$ cat config.mk
export PLATFORM = sky130hd
export DESIGN_NAME = nkrs_cell
export DESIGN_NICKNAME = d
export VERILOG_FILES = /design/src/sv/nkrs_pkg.sv /design/src/sv/nkrs_cell.sv
export SDC_FILE = /design/constraint.sdc
export NUM_CORES = 1
export LEC_CHECK = 0
export ABC_AREA = 0
export BUFFER_PORTS_ARGS = -buffer_cell sky130_fd_sc_hd__buf_2
export CAP_MARGIN = 30
export CORE_ASPECT_RATIO = 0.8
export CORE_MARGIN = 1
export CORE_UTILIZATION = 51
export CTS_BUF_LIST = sky130_fd_sc_hd__clkbuf_4 sky130_fd_sc_hd__clkbuf_8
export CTS_CLUSTER_DIAMETER = 60
export DETAILED_ROUTE_END_ITERATION = 7
export PLACE_DENSITY = 0.95
export SETUP_SLACK_MARGIN = 0.2
export SYNTH_ARGS = -nofsm -noshare
export SYNTH_HDL_FRONTEND = slang
export SYNTH_SLANG_ARGS = --single-unit
$ cat constraint.sdc
create_clock -name clk -period 9.3 [get_ports clk]
set_input_delay 2.325 -clock clk [delete_from_list [all_inputs] [get_ports clk]]
set_output_delay 2.325 -clock clk [all_outputs]
set_load 0.01 [all_outputs]
$ cat src/sv/nkrs_pkg.sv
// Package for the nearest-K range selector: list size, slot and candidate records,
// configuration record and register indexes. Depends on nothing.
package nkrs_pkg;

	// Number of cells in the sorted list (1 to 64).
	localparam int LIST_SIZE = 16;
	// At most sixteen ranks are ever sent out.
	localparam int MAX_EMIT = 16;
	localparam int N_EMIT = (LIST_SIZE < MAX_EMIT) ? LIST_SIZE : MAX_EMIT;

	localparam int ID_W = 16;
	localparam int POS_W = 20;
	localparam int DELTA_W = POS_W + 1;
	localparam int SQ_W = 2 * DELTA_W - 1;
	localparam int DIST_W = 42;
	localparam int RANGE_W = 19;
	localparam int LIM_W = 2 * RANGE_W;
	localparam int IDX_W = 4;

	typedef struct packed {
		logic              occ;
		logic [ID_W-1:0]   id;
		logic [DIST_W-1:0] dist_sq;
	} slot_t;

	typedef struct packed {
		logic              ins;
		logic              clr;
		logic [ID_W-1:0]   id;
		logic [DIST_W-1:0] dist_sq;
	} cand_t;

	typedef struct packed {
		logic signed [POS_W-1:0] centre_x;
		logic signed [POS_W-1:0] centre_y;
		logic signed [POS_W-1:0] centre_z;
		logic [RANGE_W-1:0]      scan_range;
		logic                    skip_dead;
	} cfg_t;

	typedef enum logic [2:0] {
		REG_CENTRE_X   = 3'd0,
		REG_CENTRE_Y   = 3'd1,
		REG_CENTRE_Z   = 3'd2,
		REG_SCAN_RANGE = 3'd3,
		REG_SKIP_DEAD  = 3'd4
	} reg_idx_t;

	localparam slot_t SLOT_EMPTY = '{occ: 1'b0, id: '0, dist_sq: '1};

endpackage

$ cat src/sv/nkrs_cell.sv
// One rank of the sorted list: holds a slot and passes it to the next rank on insertion.
// Depends on nkrs_pkg.
module nkrs_cell (
	input  logic            clk,
	input  logic            arst_n,
	input  nkrs_pkg::cand_t cand,
	input  nkrs_pkg::slot_t prev_eff,
	input  logic            prev_take,
	output nkrs_pkg::slot_t eff,
	output logic            take,
	output nkrs_pkg::slot_t slot
);
	import nkrs_pkg::*;

	slot_t slot_q;
	slot_t slot_d;
	slot_t cand_slot;

	// A clear empties the list before the candidate looks at it.
	assign eff = cand.clr ? SLOT_EMPTY : slot_q;
	// Insert before the first empty slot or the first strictly larger distance.
	assign take = cand.ins & (~eff.occ | (cand.dist_sq < eff.dist_sq));
	assign cand_slot = '{occ: 1'b1, id: cand.id, dist_sq: cand.dist_sq};

	always_comb begin
		if (prev_take) begin
			slot_d = prev_eff;
		end else if (take) begin
			slot_d = cand_slot;
		end else begin
			slot_d = eff;
		end
	end

	always_ff @(posedge clk or negedge arst_n) begin
		if (!arst_n) begin
			slot_q <= SLOT_EMPTY;
		end else begin
			slot_q <= slot_d;
		end
	end

	assign slot = slot_q;

endmodule

==> impl_metrics.csv <==
group,metric,value,unit
clock_tree,cts_hold_buf,0,
sta,slew_headroom,0.306,
worst_setup_path,crit_buf_inv,4,
placed_design,dp_hpwl,10100,um
sta,layout_min_cycle_time,7.70,ns
drt,vias,5033,
drt,wl_per_cell,16.6,um
worst_setup_path,crit_fanout,45,
logic_synthesis,synth_top_family_by_area,"simple AND/OR/NAND/NOR gates",
power_and_ir_drop,intPower,526,uW
global_routing,grt_pass1_wl,22100,um
power_and_ir_drop,power.switching,256,uW
logic_synthesis,synthesis.nets,710,
logic_synthesis,synth_cell_type_count,37,
global_routing,gr-total-overflow,0,
placed_design,dp_slack,1.63,ns
logic_synthesis,yosysSeqAreaShare,0.333,
outcome,status,"complete, no violations",
drt,postRouteAntennaNets,0,
logic_synthesis,syn-instance-count,547,
layout,syn_to_final_growth,30.5,%
power_and_ir_drop,pwr-share-seq,0.391,
die,die_w,108,um
logic_synthesis,synthArstFlopShare,1.00,
clock_tree,path_clk_slew,0.07,ns
layout,drive_gt1_frac,0.433,
placed_design,place_area,5790,um^2
worst_setup_path,cp_common_cell,"buf_2",
power_and_ir_drop,peakVddDrop,0.106,mV
die,floorplan.initialDensity,0.534,
die,die_y,86.8,um
clock_tree,clock_sinks,59,
logic_synthesis,synth_most_common_cell,"nor2_1",
layout,largest_reg_flops,59,
logic_synthesis,post-synth-top-area-cell,"dfstp_2",
worst_setup_path,reg2reg_slack,5.74,ns
die,pin_count,241,
logic_synthesis,synthXorXnorAreaFrac,0,
logic_synthesis,synth_edf_count,0,
logic_synthesis,synth_top_area_share,0.240,
drt,first_iter_violations,470,
clock_tree,cts_root_buffer,"clkbuf_8",
worst_setup_path,end_kind,"output port",
die,coreArea,8600,um^2
logic_synthesis,yosys_warnings,0,
worst_setup_path,required,6.98,ns
power_and_ir_drop,comb_power_share,0.303,
worst_setup_path,crit_path_max_incr_delay,0.48,ns
sta,finalSetupViolations,0,
layout,multi_input_area,2650,um^2
clock_tree,postCtsSetupBuffers,0,
drt,totalWireLength,14500,um
global_routing,grt_pass1_vias,4699,
logic_synthesis,synth_commonest_cells,"nor2_1 (84), inv_1 (58), nand3_1 (48)",
power_and_ir_drop,clkPwrFrac,0.307,
sta,fin_crit_sh,0.828,
clock_tree,cts_resized,0,
logic_synthesis,synth_compound_area_frac,0.206,
worst_setup_path,slowest_stage,"buf_4",
sta,slew_viol_final,0,
logic_synthesis,synth_area_per_cell,8.39,um^2
logic_synthesis,synth_area_leaders,"dfstp_2 (24%), ha_1 (11%), dfrtp_1 (9.3%)",
placed_design,gp_congestion,0.910,
power_and_ir_drop,swShare,0.327,
logic_synthesis,syn_area,4590,um^2
power_and_ir_drop,p_leak,3.03,nW
worst_setup_path,cp-start-kind,"primary input",
worst_setup_path,crit_chain,"buf_2 -> buf_4 -> or2_2 -> inv_1 -> ha_1 -> nand4_1 -> nor4_2 -> nand3_1 -> a21oi_1 -> o31ai_4 -> and2_2 -> buf_2",
layout,design_area,5990,um^2
clock_tree,cts_tree,"built",
layout,diodes,0,
logic_synthesis,ys_ff_latch,59,
clock_tree,clk_latency,0.34,ns
sta,tns,0,ns
drt,vias_per_cell,5.75,
die,dieArea,9380,um^2
global_routing,grt_max_degree,111,
clock_tree,cts_htree_levels,3,
clock_tree,clock_path_buffers,2,
global_routing,antenna_found_initial,0,
worst_setup_path,worstPathArrival,5.38,ns
power_and_ir_drop,power_density,131,nW/um^2
sta,worst_pin_slew,1.04,ns
drt,dr.pass1.iters,5,
logic_synthesis,synthSimpleGateAreaFrac,0.257,
sta,max_freq,130,MHz
sta,finalWorstSetupSlack,1.60,ns
global_routing,grt_usage,0.302,
die,rows,30,
worst_setup_path,critPathKind,"primary input to output port",
job,maxCapViolations,0,
layout,layout.nets,921,
layout,n_fill_cell,663,
logic_synthesis,ys.flop_type,"dfstp_2",
logic_synthesis,synth_adder_area_share,0.112,
clock_tree,cts_buffers,9,
worst_hold_path,holdCritPathClass,"flop to flop",
layout,register_area,1530,um^2
placed_design,numPortBuffers,240,
sta,skew,0.00979,ns
drt,drcViolationCount,0,
sta,final_hold_viol_count,0,
sta,rsz0062_at_grt,"false",
worst_setup_path,cp_top_family,"simple AND/OR/NAND/NOR gates",
logic_synthesis,synth_mux_area_frac,0,
[stage by stage]
stage	hold slack (ns)	util	std cells	power, mW
2_1_floorplan	0.806	-	547	0.443
3_3_place_gp	0.776	0.674	859	0.534
3_5_place_dp	0.787	0.674	859	0.542
4_1_cts	0.801	0.697	875	0.785
5_1_grt	0.828	0.697	875	0.824
6_report	0.792	0.697	875	0.782
[final cells by class]
cell class                      instances  area share
Multi-Input combinational cell        384       0.443
Clock inverter                          5     0.00878
Clock buffer                           11      0.0242
Sequential cell                        59       0.255
Timing Repair Buffer                  246       0.209
Tap cell                              112      0.0234
Inverter                               58      0.0364
[cell usage in the layout (no fill, tap or decap), drive strengths merged, types with 2 or more instances in the layout]
master | netlist | routed
nor2 | 84 | 84
clkbuf | 32 | 11
clkinv | 0 | 3
a21o | 2 | 2
nor2b | 17 | 17
or2 | 21 | 21
nor4 | 2 | 2
a2111oi | 16 | 16
nand2 | 10 | 10
a21oi | 18 | 18
nand2b | 42 | 42
dfstp | 42 | 42
o311a | 42 | 42
a221o | 17 | 17
nand3 | 48 | 48
o21ai | 6 | 6
nand4 | 6 | 6
buf | 14 | 246
inv | 58 | 58
dfrtp | 17 | 17
ha | 41 | 41
[worst register-to-register path: stages, from the launching register on]
cell	delay, ns
dfstp_2	0.54
or2_2	0.13
inv_1	0.04
ha_1	0.28
nand4_1	0.18
nor4_1	0.13
a221o_1	0.33
or4_4	0.50
a31oi_4	0.17
buf_4	0.54
a2111oi_0	0.27
a221o_1	0.33
[power groups by stage]
stage                     logic (mW)  registers [mW]  clock network [mW]
after floorplan                0.123           0.320                   0
after global placement         0.226           0.308                   0
after detailed placement       0.234           0.309                   0
after CTS                      0.236           0.305               0.245
after global routing           0.259           0.308               0.257
final                          0.237           0.305               0.240
[routing by layer]
| layer | global-route usage | part of all wire |
|---|---|---|
| met5 | 0 | 0 |
| met4 | 0.0971 | 0.017 |
| met3 | 0.0767 | 0.069 |
| met2 | 0.537 | 0.50 |
| met1 | 0.356 | 0.41 |
[final timing paths]
kind / from / end / cells past startpoint
worst max-delay path: cand[58] / take / 12
worst min-delay path: slot[58] / slot[58] / 3
worst max register to register: slot[23] / slot[51] / 11
worst min register to register: slot[58] / slot[58] / 3
max in group asynchronous: arst_n / slot[56] / 2
min in group asynchronous: arst_n / slot[44] / 2
[logic make-up after synthesis]
group                      count (synthesis)
and+or+nand+nor                          234
adders and majority gates                 41
buffers and inverters                    104
AOI/OAI and AO/OA                        109
DFF                                       59
Note: power is estimated with default switching activity, not from simulation.
