[src/sv/nkrs_pkg.sv]
// Package for the nearest-K range selector: list size, slot and candidate records,
// configuration record and register indexes. Depends on nothing.
package nkrs_pkg;

	// Number of cells in the sorted list (1 to 64).
	localparam int LIST_SIZE = 16;
	// At most sixteen ranks are ever sent out.
	localparam int MAX_EMIT = 16;
	localparam int N_EMIT = (LIST_SIZE < MAX_EMIT) ? LIST_SIZE : MAX_EMIT;

	localparam int ID_W = 16;
	localparam int POS_W = 20;
	localparam int DELTA_W = POS_W + 1;
	localparam int SQ_W = 2 * DELTA_W - 1;
	localparam int DIST_W = 42;
	localparam int RANGE_W = 19;
	localparam int LIM_W = 2 * RANGE_W;
	localparam int IDX_W = 4;

	typedef struct packed {
		logic              occ;
		logic [ID_W-1:0]   id;
		logic [DIST_W-1:0] dist_sq;
	} slot_t;

	typedef struct packed {
		logic              ins;
		logic              clr;
		logic [ID_W-1:0]   id;
		logic [DIST_W-1:0] dist_sq;
	} cand_t;

	typedef struct packed {
		logic signed [POS_W-1:0] centre_x;
		logic signed [POS_W-1:0] centre_y;
		logic signed [POS_W-1:0] centre_z;
		logic [RANGE_W-1:0]      scan_range;
		logic                    skip_dead;
	} cfg_t;

	typedef enum logic [2:0] {
		REG_CENTRE_X   = 3'd0,
		REG_CENTRE_Y   = 3'd1,
		REG_CENTRE_Z   = 3'd2,
		REG_SCAN_RANGE = 3'd3,
		REG_SKIP_DEAD  = 3'd4
	} reg_idx_t;

	localparam slot_t SLOT_EMPTY = '{occ: 1'b0, id: '0, dist_sq: '1};

endpackage

[src/sv/nkrs_dist.sv]
// Three-stage squared-distance and range check for the nearest-K range selector.
// Depends on nkrs_pkg.
module nkrs_dist (
	input  logic                                clk,
	input  logic                                arst_n,
	input  logic                                accept,
	input  logic [nkrs_pkg::ID_W-1:0]           entity_id,
	input  logic signed [nkrs_pkg::POS_W-1:0]   pos_x,
	input  logic signed [nkrs_pkg::POS_W-1:0]   pos_y,
	input  logic signed [nkrs_pkg::POS_W-1:0]   pos_z,
	input  logic                                is_dead,
	input  logic                                first_of_scan,
	input  logic                                last_of_scan,
	input  nkrs_pkg::cfg_t                      cfg,
	output nkrs_pkg::cand_t                     cand,
	output logic                                last_s3,
	output logic                                last_busy
);
	import nkrs_pkg::*;

	logic [LIM_W-1:0] lim_q;

	logic keep_s1, clr_s1, last_s1;
	logic [ID_W-1:0] id_s1;
	logic signed [DELTA_W-1:0] dx_s1, dy_s1, dz_s1;

	logic keep_s2, clr_s2, last_s2;
	logic [ID_W-1:0] id_s2;
	logic [SQ_W-1:0] sqx_s2, sqy_s2, sqz_s2;

	logic signed [2*DELTA_W-1:0] px, py, pz;
	logic [DIST_W-1:0] sum;

	logic ins_s3, clr_s3;
	logic [ID_W-1:0] id_s3;
	logic [DIST_W-1:0] dsq_s3;

	assign px = dx_s1 * dx_s1;
	assign py = dy_s1 * dy_s1;
	assign pz = dz_s1 * dz_s1;
	assign sum = DIST_W'(sqx_s2) + DIST_W'(sqy_s2) + DIST_W'(sqz_s2);

	// The squared limit only changes after a register write.
	always_ff @(posedge clk or negedge arst_n) begin
		if (!arst_n) begin
			lim_q <= '0;
		end else begin
			lim_q <= LIM_W'(cfg.scan_range) * LIM_W'(cfg.scan_range);
		end
	end

	always_ff @(posedge clk or negedge arst_n) begin
		if (!arst_n) begin
			keep_s1 <= 1'b0;
			clr_s1  <= 1'b0;
			last_s1 <= 1'b0;
			keep_s2 <= 1'b0;
			clr_s2  <= 1'b0;
			last_s2 <= 1'b0;
			ins_s3  <= 1'b0;
			clr_s3  <= 1'b0;
			last_s3 <= 1'b0;
		end else begin
			keep_s1 <= accept & ~(cfg.skip_dead & is_dead);
			clr_s1  <= accept & first_of_scan;
			last_s1 <= accept & last_of_scan;
			keep_s2 <= keep_s1;
			clr_s2  <= clr_s1;
			last_s2 <= last_s1;
			ins_s3  <= keep_s2 & (sum < DIST_W'(lim_q));
			clr_s3  <= clr_s2;
			last_s3 <= last_s2;
		end
	end

	always_ff @(posedge clk) begin
		id_s1 <= entity_id;
		dx_s1 <= $signed({pos_x[POS_W-1], pos_x})
			- $signed({cfg.centre_x[POS_W-1], cfg.centre_x});
		dy_s1 <= $signed({pos_y[POS_W-1], pos_y})
			- $signed({cfg.centre_y[POS_W-1], cfg.centre_y});
		dz_s1 <= $signed({pos_z[POS_W-1], pos_z})
			- $signed({cfg.centre_z[POS_W-1], cfg.centre_z});
		id_s2 <= id_s1;
		sqx_s2 <= px[SQ_W-1:0];
		sqy_s2 <= py[SQ_W-1:0];
		sqz_s2 <= pz[SQ_W-1:0];
		id_s3  <= id_s2;
		dsq_s3 <= sum;
	end

	assign cand = '{ins: ins_s3, clr: clr_s3, id: id_s3, dist_sq: dsq_s3};
	assign last_busy = last_s1 | last_s2 | last_s3;

endmodule

[config.mk]
export PLATFORM = sky130hd
export DESIGN_NAME = nkrs_dist
export DESIGN_NICKNAME = d
export VERILOG_FILES = /design/src/sv/nkrs_pkg.sv /design/src/sv/nkrs_dist.sv
export SDC_FILE = /design/constraint.sdc
export NUM_CORES = 2
export LEC_CHECK = 0
export ABC_CLOCK_PERIOD_IN_PS = 13900
export BUFFER_PORTS_ARGS = -buffer_cell sky130_fd_sc_hd__buf_2
export CAP_MARGIN = 20
export CORE_UTILIZATION = 55
export DETAILED_ROUTE_END_ITERATION = 12
export PLACE_DENSITY = 0.8
export SLEW_MARGIN = 15
export SYNTH_ARGS = -nofsm -noshare
export SYNTH_HDL_FRONTEND = slang
export SYNTH_SLANG_ARGS = --single-unit
[constraint.sdc]
create_clock -name clk -period 13.9 [get_ports clk]
set_input_delay 0.695 -clock clk [delete_from_list [all_inputs] [get_ports clk]]
set_output_delay 0.695 -clock clk [all_outputs]
set_load 0.02 [all_outputs]
==> flow_summary_export.csv <==
group,metric,value,unit
timing,worstMarginPinSlew,1.128,ns
clock_tree,cts.path.max_buffers,3,
global_routing,grt_max_degree,47,
die,dieArea,0.1220,sq mm
layout,ff_latch_area,0.006616,sq mm
global_routing,grt_overflow,0,
critical_path,crit_buf_inv,3,
yosys,synth_flop_cell,"dfxtp_1",
yosys,yosysWarnings,0,
die,start_util,55.35,%
critical_path,worstSetupPathType,"reg -> reg",
yosys,synth_area_leaders,"fa_1 46%, ha_1 12%, inv_1 11%",
critical_path,slowest_stage,"dfxtp_1",
critical_path,crit_path_start_kind,"register",
timing,slew_viol_final,0,
critical_path,crit_fanout,17,
timing,finalClockSkew,0.02725,ns
layout,layout.nets,9397,
yosys,synth-xor-area-share,3.975,%
placed_design,dpl.hpwl,126700,um
yosys,synth_top_area_cell,"fa_1",
timing,setup_ws,5.707,ns
critical_path,arrival,8.72,ns
clock_tree,cts.sinks,319,
die,coreArea,0.1198,sq mm
detailed_routing,routed_wl,150400,um
critical_path,rr_startpoint,"dz_s1[1]",
clock_tree,cts_root_buf,"clkbuf_16",
global_routing,grt_pass1_wl,251500,um
yosys,netlist_area,0.06631,sq mm
detailed_routing,dr.pass1.iters,6,
clock_tree,clock_latency,0.62,ns
layout,drive_gt1_share,5.367,%
critical_path,cpPeakStageDelay,0.86,ns
layout,multiInputGateArea,0.05152,sq mm
critical_path,critPathMostFrequentCell,"fa_1",
yosys,synth_edf_count,0,
clock_tree,cts_tree,"yes",
yosys,synth.mux.area_fraction,0.1170,%
placed_design,place_congestion,0.9350,
layout,area_growth,6.426,%
timing,setup_viol,0,
global_routing,antenna_found_initial,3,
yosys,yosys.cell_types.count,73,
yosys,ys_seq_area_share,9.977,%
critical_path,required,14.43,ns
clock_tree,cts_buffers,39,
yosys,syn_inst,6940,
detailed_routing,wl_per_cell,17.22,um
yosys,synth_compound_area_share,6.200,%
layout,final_util,58.91,%
clock_tree,cts.reportedPaths.clkPinSlew,0.06,ns
timing,rsz0062_at_grt,"no",
critical_path,crit_path_end_kind,"register",
placed_design,portBuffers,223,
die,ioPinCount,224,
min_path,hp-class,"in -> reg",
detailed_routing,drtIter0Drc,2584,
yosys,synth_top_area_share,45.77,%
layout,fill_cells,9862,
clock_tree,post_cts_buffers,0,
yosys,synth-simple-area-share,9.690,%
placed_design,pre_cts_ws,5.820,ns
detailed_routing,vias,45780,
critical_path,cp_cell_sequence,"inv_1 -> nor2_1 -> fa_1 -> ha_1 -> fa_1 -> fa_1 -> fa_1 -> fa_1 -> inv_1 -> fa_1 -> inv_1 -> ha_1 -> a21o_1 -> a21o_1 -> a21oi_1 -> o21ai_0 -> a22o_1 -> a31oi_1 -> a2111oi_0 -> or3_1 -> a31o_2 -> a21oi_1 -> xnor2_1",
yosys,synthAdderAreaFrac,57.69,%
yosys,synth_top_family_by_area,"adder cells",
global_routing,first_global_vias,50920,
critical_path,crit_family,"adder cells",
run,cap_violations,0,
global_routing,track_usage,25.99,%
detailed_routing,vias_per_cell,5.243,
detailed_routing,drtAntennaViolNets,0,
timing,fmax,122.1,MHz
clock_tree,h-tree-depth,2,
yosys,async_reset_ff_share,14.42,%
clock_tree,cts_resized,0,
run_status,run_status,"completed",
die,die_width,349.2,um
timing,relSlewSlack,24.67,%
yosys,avgSynthCellArea,9.555,sq um
critical_path,startpoint,"dz_s1[1]",
min_path,min_from,"entity_id[1]",
die,die_y,349.2,um
clock_tree,cts_hold_buf,0,
timing,min_period,8.193,ns
yosys,ys_ff_latch,319,
timing,final-hold-violation-count,0,
detailed_routing,drc,0,
timing,fin_setup_tns,0,ns
die,rows,127,
timing,fin_crit_sh,58.94,%
==> area by class of cell <==
| class | count | share of cell area [%] |
|---|---|---|
| Antenna cell | 3 | 0.01064 |
| Clock buffer | 50 | 1.587 |
| Clock inverter | 22 | 0.4219 |
| Inverter | 2022 | 10.75 |
| Multi-Input combinational cell | 4444 | 73.00 |
| Sequential cell | 319 | 9.375 |
| Tap cell | 1612 | 2.858 |
| Timing Repair Buffer | 261 | 1.996 |
==> sequential cells by signal (all words and copies together), names as in the netlist <==
name     cells
clr_s1       1
clr_s2       1
clr_s3       1
dsq_s3      42
dx_s1       21
dy_s1       21
dz_s1       21
id_s1       16
id_s2       16
id_s3       16
ins_s3       1
keep_s1      1
keep_s2      1
last_s1      1
last_s2      1
last_s3      1
lim_q       37
sqx_s2      40
sqy_s2      40
sqz_s2      40
==> per-stage QoR <==
step / std cells / area [sq um] / hold slack, ns
floorplan: 6941 / 66320 / 0.3096
CTS: 8729 / 70550 / 0.1332
detailed placement: 8657 / 69140 / 0.3128
finish: 8733 / 70580 / 0.1691
global placement: 8657 / 69140 / 0.3102
global route: 8731 / 70570 / 0.1531
==> path summary, 6_finish.rpt <==
check | cells past startpoint | end | slack (ns)
worst max register to register | 23 | sqz_s2[39] | 5.71
min in group asynchronous | 2 | lim_q[11] | 0.23
worst min register to register | 0 | id_s3[11] | 0.33
worst min-delay path | 1 | id_s1[1] | 0.17
max in group asynchronous | 2 | ins_s3 | 13.20
worst max-delay path | 23 | sqz_s2[39] | 5.71
==> logic make-up after synthesis <==
family | count (synthesis)
other | 2
xor gates and xnor gates | 301
DFF | 319
buffers and inverters | 2178
muxes | 7
adders and majority gates | 2148
AOI/OAI and AO/OA | 620
and+or+nand+nor | 1365
==> synthesized netlist by cell type, types with 6 or more instances <==
master,count
fa_1,1516
o21ai_0,84
xnor2_1,221
and2_1,296
inv_1,2021
nor2b_1,42
a31o_2,15
a21oi_1,188
nand4_1,12
nor2_1,264
o211ai_1,11
nand2b_1,47
a21o_1,117
nand2_1,545
or2_2,12
o21bai_1,32
a31oi_1,22
or3_1,14
o21ai_1,12
nor3_1,45
a41oi_1,6
ha_1,632
clkbuf_1,150
nand3_1,48
dfxtp_1,273
o21a_1,32
xor2_1,80
o2111ai_1,8
a211oi_1,23
dfrtp_1,46
mux2_2,6
o31ai_1,7
and3_1,24
o41ai_1,7
==> metal layers <==
metal	share of wire, %	GRT usage (%)
met5	0.0086	0
met4	5.3	12.43
met3	7.1	3.875
met2	49	44.28
met1	38	32.44
==> cells in the final DEF (no fill, tap or decap), types with 7 or more instances in the layout <==
master     instances
inv_1           2021
fa_1            1516
ha_1             632
nand2_1          545
and2_1           296
dfxtp_1          273
nor2_1           264
buf_2            223
xnor2_1          221
a21oi_1          188
a21o_1           117
o21ai_0           84
xor2_1            80
nand3_1           48
nand2b_1          47
dfrtp_1           46
nor3_1            45
nor2b_1           42
clkbuf_16         41
buf_4             37
o21bai_1          32
o21a_1            32
and3_1            24
a211oi_1          23
a31oi_1           22
a31o_2            15
or3_1             14
or2_2             12
nand4_1           12
o21ai_1           12
o211ai_1          11
o2111ai_1          8
o31ai_1            7
o41ai_1            7
Power is not shown: default switching activity piles up to over one toggle a cycle in this logic, so the estimate is an artifact.
